`config.mk`:
```
export PLATFORM = sky130hd
export DESIGN_NAME = moisture_average_percent_map
export DESIGN_NICKNAME = d
export VERILOG_FILES = /design/src/hdl/mapm_pkg.sv /design/src/hdl/moisture_average_percent_map.sv /design/src/hdl/mapm_div.sv
export SDC_FILE = /design/constraint.sdc
export NUM_CORES = 1
export LEC_CHECK = 0
export BUFFER_PORTS_ARGS = -buffer_cell sky130_fd_sc_hd__buf_2
export CORE_MARGIN = 2
export CORE_UTILIZATION = 55
export CTS_BUF_LIST = sky130_fd_sc_hd__clkbuf_2
export DETAILED_ROUTE_END_ITERATION = 16
export PLACE_DENSITY = 0.81
export RECOVER_POWER = 50
export SETUP_SLACK_MARGIN = 0.4
export SLEW_MARGIN = 15
export SYNTH_ARGS = -nofsm -noshare
export SYNTH_HDL_FRONTEND = slang
export SYNTH_SLANG_ARGS = --single-unit
export TNS_END_PERCENT = 30
```
`constraint.sdc`:
```
create_clock -name clk_i -period 4.3 [get_ports clk_i]
set_input_delay 0.645 -clock clk_i [delete_from_list [all_inputs] [get_ports clk_i]]
set_output_delay 0.645 -clock clk_i [all_outputs]
set_load 0.05 [all_outputs]
```
`src/hdl/mapm_pkg.sv`:
```
// ----------------------------------------------------------------------------
// mapm_pkg
// Shared constants and types for the moisture averaging and percent map block.
// ----------------------------------------------------------------------------
package mapm_pkg;

  // Calibration registers and result fields
  localparam int unsigned CAL_W      = 10;
  localparam int unsigned PCT_W      = 7;
  localparam int unsigned CFG_ADDR_W = 1;

  localparam logic [CAL_W-1:0] DRY_CAL_RST = CAL_W'(850);
  localparam logic [CAL_W-1:0] WET_CAL_RST = CAL_W'(400);
  localparam logic [PCT_W-1:0] PCT_FULL    = PCT_W'(100);
  localparam logic [PCT_W-1:0] PCT_NONE    = PCT_W'(0);

  // Defaults for the top-level parameters
  localparam int unsigned WINDOW_DEF      = 10;
  localparam int unsigned SAMPLE_BITS_DEF = 10;

  // Register indexes on the configuration port
  typedef enum logic [CFG_ADDR_W-1:0] {
    REG_DRY_CAL = 1'b0,
    REG_WET_CAL = 1'b1
  } mapm_reg_e;

  // Item sequencer
  typedef enum logic [2:0] {
    ST_IDLE,
    ST_MEAN_GO,
    ST_MEAN_DIV,
    ST_MAP,
    ST_PCT_DIV,
    ST_DONE
  } mapm_state_e;

endpackage

```
`src/hdl/moisture_average_percent_map.sv`:
```
// ----------------------------------------------------------------------------
// moisture_average_percent_map
// Windowed mean of raw moisture samples, mapped to a calibrated percentage.
// ----------------------------------------------------------------------------
// The result comes from two passes through the shared bit-serial divider
//   (mean, percent); a mean at or beyond either calibration point skips the
//   second pass.
// Flow: one word in flight; the next is taken once the result is loaded
//   into the output register.
// Reset: ring cleared to zero, count and slot zero, dry 850, wet 400.
module moisture_average_percent_map #(
  parameter int unsigned WINDOW      = mapm_pkg::WINDOW_DEF,
  parameter int unsigned SAMPLE_BITS = mapm_pkg::SAMPLE_BITS_DEF
) (
  input  logic                            clk_i,
  input  logic                            rst_ni,
  input  logic                            cfg_we_i,
  input  logic [mapm_pkg::CFG_ADDR_W-1:0] cfg_addr_i,
  input  logic [mapm_pkg::CAL_W-1:0]      cfg_wdata_i,
  input  logic                            in_valid_i,
  output logic                            in_ready_o,
  input  logic [SAMPLE_BITS-1:0]          raw_sample_i,
  output logic                            out_valid_o,
  input  logic                            out_ready_i,
  output logic [mapm_pkg::PCT_W-1:0]      moisture_percent_o,
  output logic [mapm_pkg::CAL_W-1:0]      filtered_value_o
);

  localparam int unsigned CAL_W     = mapm_pkg::CAL_W;
  localparam int unsigned PCT_W     = mapm_pkg::PCT_W;
  localparam int unsigned CNT_W     = $clog2(WINDOW + 1);
  localparam int unsigned SLOT_W    = (WINDOW > 1) ? $clog2(WINDOW) : 1;
  localparam int unsigned SUM_W     = SAMPLE_BITS + CNT_W;
  localparam int unsigned PNUM_W    = CAL_W + PCT_W;
  localparam int unsigned CMP_W     = (SAMPLE_BITS > CAL_W) ? SAMPLE_BITS : CAL_W;
  localparam int unsigned DIV_NUM_W = (SUM_W > PNUM_W) ? SUM_W : PNUM_W;
  localparam int unsigned DIV_DEN_W = (CNT_W > CAL_W) ? CNT_W : CAL_W;

  mapm_pkg::mapm_state_e state_q, state_d;

  logic [SAMPLE_BITS-1:0] ring_q [WINDOW];
  logic [SLOT_W-1:0]      slot_q;
  logic [CNT_W-1:0]       cnt_q;
  logic [SUM_W-1:0]       sum_q;
  logic [CAL_W-1:0]       dry_q, wet_q;
  logic [SAMPLE_BITS-1:0] mean_q, mean_d;
  logic [PCT_W-1:0]       pct_q, pct_d;
  logic                   out_valid_q;
  logic [PCT_W-1:0]       out_pct_q;
  logic [CAL_W-1:0]       out_filt_q;

  logic                   take_in;
  logic                   load_out;
  logic                   div_start;
  logic [DIV_NUM_W-1:0]   div_num;
  logic [DIV_DEN_W-1:0]   div_den;
  logic                   div_done;
  logic [DIV_NUM_W-1:0]   div_quot;
  logic [CMP_W-1:0]       mean_ext;
  logic [CAL_W-1:0]       above;
  logic [PNUM_W-1:0]      above_x100;
  logic [CAL_W-1:0]       span;

  assign in_ready_o = (state_q == mapm_pkg::ST_IDLE);
  assign take_in    = in_valid_i && in_ready_o;

  assign mean_ext = CMP_W'(mean_q);
  assign above    = dry_q - mean_ext[CAL_W-1:0];
  assign span     = dry_q - wet_q;
  // times 100 as 64 + 32 + 4
  assign above_x100 = (PNUM_W'(above) << 6) + (PNUM_W'(above) << 5) + (PNUM_W'(above) << 2);

  mapm_div #(
    .NUM_W (DIV_NUM_W),
    .DEN_W (DIV_DEN_W)
  ) u_div (
    .clk_i   (clk_i),
    .rst_ni  (rst_ni),
    .start_i (div_start),
    .num_i   (div_num),
    .den_i   (div_den),
    .done_o  (div_done),
    .quot_o  (div_quot)
  );

  // Sequencer
  always_comb begin
    state_d   = state_q;
    mean_d    = mean_q;
    pct_d     = pct_q;
    div_start = 1'b0;
    div_num   = DIV_NUM_W'(sum_q);
    div_den   = DIV_DEN_W'(cnt_q);
    load_out  = 1'b0;
    case (state_q)
      mapm_pkg::ST_IDLE: begin
        if (take_in) state_d = mapm_pkg::ST_MEAN_GO;
      end
      mapm_pkg::ST_MEAN_GO: begin
        div_start = 1'b1;
        state_d   = mapm_pkg::ST_MEAN_DIV;
      end
      mapm_pkg::ST_MEAN_DIV: begin
        if (div_done) begin
          mean_d  = div_quot[SAMPLE_BITS-1:0];
          state_d = mapm_pkg::ST_MAP;
        end
      end
      mapm_pkg::ST_MAP: begin
        div_num = DIV_NUM_W'(above_x100);
        div_den = DIV_DEN_W'(span);
        if (mean_ext >= CMP_W'(dry_q)) begin
          pct_d   = mapm_pkg::PCT_NONE;
          state_d = mapm_pkg::ST_DONE;
        end else if (mean_ext <= CMP_W'(wet_q)) begin
          pct_d   = mapm_pkg::PCT_FULL;
          state_d = mapm_pkg::ST_DONE;
        end else begin
          div_start = 1'b1;
          state_d   = mapm_pkg::ST_PCT_DIV;
        end
      end
      mapm_pkg::ST_PCT_DIV: begin
        if (div_done) begin
          if (div_quot > DIV_NUM_W'(mapm_pkg::PCT_FULL)) begin
            pct_d = mapm_pkg::PCT_FULL;
          end else begin
            pct_d = div_quot[PCT_W-1:0];
          end
          state_d = mapm_pkg::ST_DONE;
        end
      end
      mapm_pkg::ST_DONE: begin
        // hold until the output register is free
        if (!out_valid_q || out_ready_i) begin
          load_out = 1'b1;
          state_d  = mapm_pkg::ST_IDLE;
        end
      end
      default: state_d = mapm_pkg::ST_IDLE;
    endcase
  end

  always_ff @(posedge clk_i or negedge rst_ni) begin
    if (!rst_ni) begin
      state_q <= mapm_pkg::ST_IDLE;
    end else begin
      state_q <= state_d;
    end
  end

  // Ring, running sum, slot and count; the running sum relies on unfilled
  // slots reading as zero.
  always_ff @(posedge clk_i or negedge rst_ni) begin
    if (!rst_ni) begin
      for (int i = 0; i < WINDOW; i++) ring_q[i] <= '0;
      slot_q <= '0;
      cnt_q  <= '0;
      sum_q  <= '0;
    end else if (take_in) begin
      ring_q[slot_q] <= raw_sample_i;
      sum_q <= sum_q + SUM_W'(raw_sample_i) - SUM_W'(ring_q[slot_q]);
      if (slot_q == SLOT_W'(WINDOW - 1)) begin
        slot_q <= '0;
      end else begin
        slot_q <= slot_q + 1'b1;
      end
      if (cnt_q != CNT_W'(WINDOW)) cnt_q <= cnt_q + 1'b1;
    end
  end

  // Calibration registers
  always_ff @(posedge clk_i or negedge rst_ni) begin
    if (!rst_ni) begin
      dry_q <= mapm_pkg::DRY_CAL_RST;
      wet_q <= mapm_pkg::WET_CAL_RST;
    end else if (cfg_we_i) begin
      case (cfg_addr_i)
        mapm_pkg::REG_DRY_CAL: dry_q <= cfg_wdata_i;
        mapm_pkg::REG_WET_CAL: wet_q <= cfg_wdata_i;
        default: ;
      endcase
    end
  end

  always_ff @(posedge clk_i) begin
    mean_q <= mean_d;
    pct_q  <= pct_d;
  end

  // Output register
  always_ff @(posedge clk_i or negedge rst_ni) begin
    if (!rst_ni) begin
      out_valid_q <= 1'b0;
    end else if (load_out) begin
      out_valid_q <= 1'b1;
    end else if (out_ready_i) begin
      out_valid_q <= 1'b0;
    end
  end

  always_ff @(posedge clk_i) begin
    if (load_out) begin
      out_pct_q  <= pct_q;
      out_filt_q <= mean_ext[CAL_W-1:0];
    end
  end

  assign out_valid_o        = out_valid_q;
  assign moisture_percent_o = out_pct_q;
  assign filtered_value_o   = out_filt_q;

  // Checks
  a_cnt_bound: assert property (@(posedge clk_i) disable iff (!rst_ni)
    cnt_q <= CNT_W'(WINDOW))
    else $error("valid count above window");

  a_cnt_after_take: assert property (@(posedge clk_i) disable iff (!rst_ni)
    take_in |=> cnt_q != '0)
    else $error("count zero after an accepted word");

  a_pct_range: assert property (@(posedge clk_i) disable iff (!rst_ni)
    out_valid_q |-> out_pct_q <= mapm_pkg::PCT_FULL)
    else $error("percent above full scale");

  a_div_done_state: assert property (@(posedge clk_i) disable iff (!rst_ni)
    div_done |-> (state_q == mapm_pkg::ST_MEAN_DIV || state_q == mapm_pkg::ST_PCT_DIV))
    else $error("divider finished outside a wait state");

endmodule

```
`src/hdl/mapm_div.sv`:
```
// ----------------------------------------------------------------------------
// mapm_div
// Restoring bit-serial divider: one quotient bit per cycle.
// ----------------------------------------------------------------------------
module mapm_div #(
  parameter int unsigned NUM_W = 17,
  parameter int unsigned DEN_W = 10
) (
  input  logic             clk_i,
  input  logic             rst_ni,
  input  logic             start_i,
  input  logic [NUM_W-1:0] num_i,
  input  logic [DEN_W-1:0] den_i,
  output logic             done_o,
  output logic [NUM_W-1:0] quot_o
);

  localparam int unsigned STEP_W = $clog2(NUM_W + 1);

  logic [NUM_W-1:0]  quot_q, quot_d;
  logic [DEN_W-1:0]  rem_q, rem_d;
  logic [DEN_W-1:0]  den_q, den_d;
  logic [STEP_W-1:0] step_q, step_d;
  logic              run_q, run_d;
  logic              done_q, done_d;
  logic [DEN_W:0]    trial;
  logic              fits;

  // Bring down the next dividend bit and try the subtract
  assign trial = {rem_q, quot_q[NUM_W-1]};
  assign fits  = (trial >= {1'b0, den_q});

  always_comb begin
    quot_d = quot_q;
    rem_d  = rem_q;
    den_d  = den_q;
    step_d = step_q;
    run_d  = run_q;
    done_d = 1'b0;
    if (start_i) begin
      quot_d = num_i;
      rem_d  = '0;
      den_d  = den_i;
      step_d = STEP_W'(NUM_W);
      run_d  = 1'b1;
    end else if (run_q) begin
      quot_d = {quot_q[NUM_W-2:0], fits};
      rem_d  = fits ? DEN_W'(trial - {1'b0, den_q}) : trial[DEN_W-1:0];
      step_d = step_q - 1'b1;
      if (step_q == STEP_W'(1)) begin
        run_d  = 1'b0;
        done_d = 1'b1;
      end
    end
  end

  always_ff @(posedge clk_i or negedge rst_ni) begin
    if (!rst_ni) begin
      run_q  <= 1'b0;
      done_q <= 1'b0;
      step_q <= '0;
    end else begin
      run_q  <= run_d;
      done_q <= done_d;
      step_q <= step_d;
    end
  end

  always_ff @(posedge clk_i) begin
    quot_q <= quot_d;
    rem_q  <= rem_d;
    den_q  <= den_d;
  end

  assign done_o = done_q;
  assign quot_o = quot_q;

endmodule
```
==> qor.yml, run 1 <==
floorplan:
  dieArea_sq_mm: 0.0236
  rows: 54
  initial_core_util_pct: 56.3
  coreArea_sq_mm: 0.0219
  boundaryPins: 45
  chipHeight_microns: 154
  die_x_microns: 154
routing:
  drt_wl_total_mm: 28.2
  num_vias: 9348
  drt_iter0_markers: 515
  routedWlPerCell_microns: 17.3
  drtPass1Iterations: 5
  drc: 0
  antenna_left: 0
  vias_per_cell: 5.74
synthesis:
  ys_ff_latch: 224
  yosysTopAreaCell: "dfrtp_1"
  syn_inst: 1171
  synthSimpleGateAreaFrac_pct: 10.8
  synth_warnings: 0
  syn_area_sq_mm: 0.0123
  synth_edf_count: 61
  synthMuxAreaShare_pct: 8.19
  synthTopCellsByArea: "dfrtp_1 (29%), edfxtp_1 (15%), ha_1 (7.4%), o21ai_0 (5.8%), nand2_1 (4.4%)"
  yosys.area_share.adder_pct: 10.3
  synth-main-ff-cell: "dfrtp_1"
  ys_types: 71
  postSynthAreaPerCell_sq_um: 10.5
  async_flop_share_pct: 68.3
  synth_xor_area_share_pct: 2.84
  synth_top_area_share_pct: 29.4
  synth_compound_area_share_pct: 15.6
  synth-seq-area-share_pct: 47.6
  synthesis.nets: 1288
  synth_top_family_by_area: "compound AO/OA/AOI/OAI gates"
clock_network:
  cts-root-buf: "clkbuf_2"
  cts_max_path_buffers: 3
  path_clk_slew_ns: 0.10
  htree_levels: 2
  tritoncts: "yes"
  cts_sinks: 224
  clk_latency_ns: 0.85
  cts_made_buffers: 57
finish:
  layout_common_cells: "nand2_1 (145), dfrtp_1 (144), o21ai_0 (136), inv_1 (86), clkbuf_2 (83)"
  fin_nets: 1415
  fin_util_pct: 64.4
  final_common_cell: "nand2_1"
  stdcell_count: 1628
  syn_to_final_growth_pct: 14.3
  drive_above_1_share_pct: 22.9
  num-fill-cells: 1716
  final_area_sq_mm: 0.0141
pwr:
  switchingPower_mw: 1.57
  ir_worst_vdd_mv: 0.216
  power_density_mw_per_mm2: 348
  power_mw: 4.90
  intPower_mw: 3.33
  p_sw_share_pct: 32.0
  power_frac_seq_pct: 45.7
  p_leak_nw: 6.12
  combPwrFrac_pct: 25.2
  p_clk_share_pct: 29.2
run_status:
  violations: "capacitance limit, slew limit"
  status: "finished, violations left"
critical_path:
  critPathArrivalTime_ns: 4.61
  cp_max_fo: 3
  cp-end-kind: "register"
  critPathKind: "register to register"
  cp_data_required_time_ns: 4.89
  worstSetupStartpointType: "register"
placement:
  routabilityCongestion: 0.893
  place_area_sq_mm: 0.0130
  dp_cells: 1473
  dpl.hpwl_mm: 19.5
  pre_cts_slack_ns: 0.129
  io_buffers: 44
sta:
  holdWs_ns: 0.0816
  maxSlewViolCount: 94
  grt_setup_unrepaired: "yes"
  finalSetupTns_ns: 0
  slew-limit-headroom_pct: -57.3
  finClkSkew_ns: 0.0640
  tightestPinTransition_ns: 2.36
  period_share_pct: 93.4
  period_needed_ns: 4.01
  setup_violations: 0
  hold_violations: 0
  setup_ws_ns: 0.286
  fmax_mhz: 249
global_routing:
  grt_max_degree: 94
  grt_pass1_wl_mm: 46.2
  gr-usage-all-layers_pct: 23.8
  antenna_found_initial: 1
  grt_pass1_vias: 9543
  grt.overflow.total: 0
run:
  cap_violations: 1
worst_hold_path:
  min_path_type: "input port to register"
[registers in the layout, indices dropped and copies added (netlist names), 5 cells and up]
register / flops
u_div.den_q: 10
pct_q: 7
ring_q: 100
moisture_percent_o: 7
wet_q: 10
mean_ext: 10
filtered_value_o: 10
sum_q: 14
u_div.quot_o: 17
dry_q: 10
u_div.rem_q: 10
u_div.step_q: 5
[routing by layer]
metal  vias up  track usage (%)  part of all wire [%]
met5         -                0                     0
met4         0             9.13                   3.0
met3        66             4.43                   5.7
met2       287             41.3                    50
met1      4548             29.8                    41
li1       4447                -                     -
[critical path: stages (launching register included)]
cell	delay [ns]
dfstp_2	0.57
ha_4	0.20
a21o_1	0.16
a21o_1	0.19
a311o_1	0.35
a31o_2	0.26
a21oi_2	0.18
xnor2_2	0.12
ha_2	0.19
a21o_1	0.18
ha_4	0.18
or4_4	0.54
o22ai_4	0.16
o21bai_1	0.08
a21oi_1	0.15
xor2_1	0.15
o2bb2ai_1	0.08
[path summary, 6_finish.rpt]
path,from,to,slack (ns),depth (start not counted)
setup / recovery,dry_q[1],u_div.quot_o[15],0.29,16
hold / removal,cfg_wdata_i[5],wet_q[5],0.08,2
setup reg to reg,dry_q[1],u_div.quot_o[15],0.29,16
hold reg to reg,pct_q[2],moisture_percent_o[2],0.44,0
max in group asynchronous,rst_ni,wet_q[3],0.98,3
min in group asynchronous,rst_ni,sum_q[2],1.02,2
[power by group through the flow]
stage / registers [mW] / clock network [mW] / logic [mW]
6_report: 2.24 / 1.43 / 1.23
5_1_grt: 2.24 / 1.58 / 1.35
4_1_cts: 2.23 / 1.47 / 1.12
3_5_place_dp: 2.28 / 0 / 0.956
3_3_place_gp: 2.28 / 0 / 0.926
2_1_floorplan: 2.27 / 0 / 0.733
[synth_stat cells (all sizes together), types with 25 or more instances]
| library cell | n |
|---|---|
| nand2 | 146 |
| dfrtp | 145 |
| edfxtp | 61 |
| mux2 | 39 |
| inv | 91 |
| a21oi | 49 |
| xnor2 | 25 |
| clkbuf | 29 |
| nor2 | 52 |
| ha | 73 |
| o21ai | 145 |
[cell families after synthesis]
kind of cell / after synthesis
compound gates: 310
xor+xnor: 40
fa+ha+maj: 91
buf+inv: 142
flops: 224
mux: 71
simple gates: 293
[cell type report]
cell class	instances	area [sq um]	share of cell area [%]
Tap cell	280	350	2.49
Inverter	101	380	2.70
Antenna cell	1	2.50	0.0178
Sequential cell	224	5870	41.7
Clock buffer	81	405	2.88
Clock inverter	27	120	0.852
Timing Repair Buffer	109	758	5.38
Multi-Input combinational cell	805	6200	44.0
[repair_timing]
action                     in CTS  in global routing
setup endpoints to repair       9                 15
hold buffers                   16                  0
resized for setup              28                 31
hold endpoints to repair      111                  0
pin swaps                      26                 35
buffers inserted               13                 17
Note: power is estimated with default switching activity, not from simulation.
==> run 2: changes to the inputs <==
Settings changed: MAX_ROUTING_LAYER set to met4.
==> qor.yml, run 2 (synthesized netlist as in run 1, its figures left out) <==
run_status:
  status: "finished, violations left"  # unchanged
  violations: "capacitance limit, slew limit"  # unchanged
global_routing:
  grt_max_degree: 106  # was 94
  antenna_found_initial: 1  # unchanged
  grt.overflow.total: 0  # unchanged
  gr-usage-all-layers_pct: 24.7  # was 23.8%
  grt_pass1_wl_mm: 46.3  # was 46.2 mm
  grt_pass1_vias: 9509  # was 9,543
run:
  cap_violations: 1  # unchanged
pwr:
  p_leak_nw: 6.13  # was 6.12 nW
  ir_worst_vdd_mv: 0.220  # was 0.216 mV
  power_density_mw_per_mm2: 348  # about the same
sta:
  slew-limit-headroom_pct: -78.2  # was -57.3%
  period_share_pct: 95.9  # was 93.4%
  period_needed_ns: 4.13  # was 4.01 ns
  maxSlewViolCount: 106  # was 94
  tightestPinTransition_ns: 2.67  # was 2.36 ns
  finClkSkew_ns: 0.0952  # was 0.0640 ns
  fmax_mhz: 242  # was 249 MHz
  grt_setup_unrepaired: "yes"  # unchanged
  setup_violations: 0  # unchanged
  finalSetupTns_ns: 0  # unchanged
  hold_violations: 0  # unchanged
floorplan:
  chipHeight_microns: 154  # unchanged
  die_x_microns: 154  # unchanged
  boundaryPins: 45  # unchanged
  coreArea_sq_mm: 0.0219  # unchanged
  rows: 54  # unchanged
  dieArea_sq_mm: 0.0236  # unchanged
  initial_core_util_pct: 56.3  # unchanged
critical_path:
  slowest_delay_ns: 0.45  # was 0.57 ns
  worstSetupStartpointType: "register"  # unchanged
  critPathKind: "register to register"  # unchanged
  crit_slowest_cell: "edfxtp_1"  # was dfstp_2
  critPathArrivalTime_ns: 4.78  # was 4.61 ns
  cp-end-kind: "register"  # unchanged
  crit_top_cell: "ha_4"  # was a21o_1
  cp_cell_sequence: "ha_4 -> inv_2 -> fa_2 -> a21o_1 -> a41o_1 -> o21a_1 -> o21ai_1 -> nand2b_1 -> xnor2_2 -> inv_2 -> ha_4 -> ha_4 -> buf_4 -> nand3_1 -> nor2_1 -> o31a_1 -> o21ai_1 -> nand2b_1 -> xor2_1 -> a31o_2"  # was ha_4 -> a21o_1 -> a21o_1 -> a311o_1 -> a31o_2 -> a21oi_2 -> xnor2_2 -> ha_2 -> a21o_1 -> ha_4 -> or4_4 -> o22ai_4 -> o21bai_1 -> a21oi_1 -> xor2_1 -> o2bb2ai_1
  cp_data_required_time_ns: 4.95  # was 4.89 ns
  cp_max_fo: 3  # unchanged
finish:
  largest_register: "ring_q"  # unchanged
  largest_reg_flops: 100  # unchanged
  layout_common_cells: "nand2_1 (145), dfrtp_1 (143), o21ai_0 (137), clkbuf_2 (92), inv_1 (86)"  # was nand2_1 (145), dfrtp_1 (144), o21ai_0 (136), inv_1 (86), clkbuf_2 (83)
  final_common_cell: "nand2_1"  # unchanged
  fin_nets: 1416  # was 1,415
  syn_to_final_growth_pct: 13.8  # was 14.3%
  drive_above_1_share_pct: 22.9  # about the same
  final_area_sq_mm: 0.0140  # was 0.0141 sq mm
  fin_util_pct: 64.1  # was 64.4%
clock_network:
  htree_levels: 2  # unchanged
  cts-root-buf: "clkbuf_2"  # unchanged
  cts_sinks: 224  # unchanged
  cts_max_path_buffers: 3  # unchanged
  path_clk_slew_ns: 0.11  # was 0.10 ns
  tritoncts: "yes"  # unchanged
  cts_made_buffers: 57  # unchanged
  clk_latency_ns: 0.89  # was 0.85 ns
routing:
  antenna_left: 0  # unchanged
  vias_per_cell: 5.73  # was 5.74
  routedWlPerCell_microns: 17.5  # was 17.3 microns
  drc: 0  # unchanged
  drt_iter0_markers: 637  # was 515
  num_vias: 9295  # was 9,348
  drt_wl_total_mm: 28.3  # was 28.2 mm
  drtPass1Iterations: 5  # unchanged
placement:
  place_area_sq_mm: 0.0130  # about the same
  routabilityCongestion: 0.906  # was 0.893
  dpl.hpwl_mm: 19.3  # was 19.5 mm
  io_buffers: 44  # unchanged
worst_hold_path:
  min_path_type: "input port to register"  # unchanged
[run 2: cell types whose count changed in the layout (fill, tap and decap cells not counted), moves of 3 or more]
cell and delta:
clkinv_2 -6, clkbuf_2 +9, ha_1 +3, clkinv_1 -12, ha_4 -5
[run 2: per-layer routing]
layer / global-route usage [%] / part of all wire (%)
met2: 41.4 / 50
met1: 30.2 / 42
met4: 8.17 / 2.6
met5: - / 0
met3: 4.85 / 5.4
[run 2: worst paths after layout]
path                                  from                    end  slack, ns  cells after the start
setup reg to reg               mean_ext[0]       u_div.quot_o[14]       0.17                     20
setup / recovery               mean_ext[0]       u_div.quot_o[14]       0.17                     20
hold reg to reg                   pct_q[0]  moisture_percent_o[0]       0.43                      0
hold / removal             raw_sample_i[9]             ring_q[29]       0.08                      2
max in group asynchronous           rst_ni               wet_q[2]       0.90                      3
min in group asynchronous           rst_ni              ring_q[3]       1.12                      2
[run 2: what timing repair did]
action                                  in CTS  in global routing
endpoints found under the setup margin       8                 14
resized for setup                           22                 28
endpoints found under the hold margin      121                  0
pin swaps                                   16                 17
cloned                                       0                  1
buffers inserted                            11                 18
hold buffers                                16                  0
[run 2: area by class of cell]
type	instances	area (sq um)
Tap cell	280	350
Inverter	101	380
Fill cell	1693	7860
Multi-Input combinational cell	805	6120
Clock buffer	91	455
Timing Repair Buffer	110	798
Clock inverter	9	47.5
Sequential cell	224	5870
Antenna cell	1	2.50
[run 2: where the power goes]
part,leakage (nW),switching (mW),internal (mW)
registers,2.54,0.0260,2.21
clock network,0.396,0.875,0.558
logic,3.20,0.637,0.581
total,6.13,1.54,3.35
[run 2: worst max-delay path: cells and delay by family, from the launching register on]
kind	cells	cell delay (ns)
AND/OR/NAND/NOR	4	0.31
flip-flops	1	0.45
AO/OA/AOI/OAI	7	1.46
adder cells (fa/ha/maj)	4	1.00
buffers and inverters	3	0.27
XOR/XNOR	2	0.39
[run 2: per-stage QoR]
stage	setup WS (ns)	hold slack, ns	power [mW]	std cells
floorplan	0.379	0.349	3.00	1171
global placement	0.169	0.403	3.20	1474
detailed placement	0.0544	0.406	3.23	1474
CTS	0.295	0.00125	4.77	1601
global route	0.0227	0.0255	5.14	1621
finish	0.175	0.0793	4.89	1621
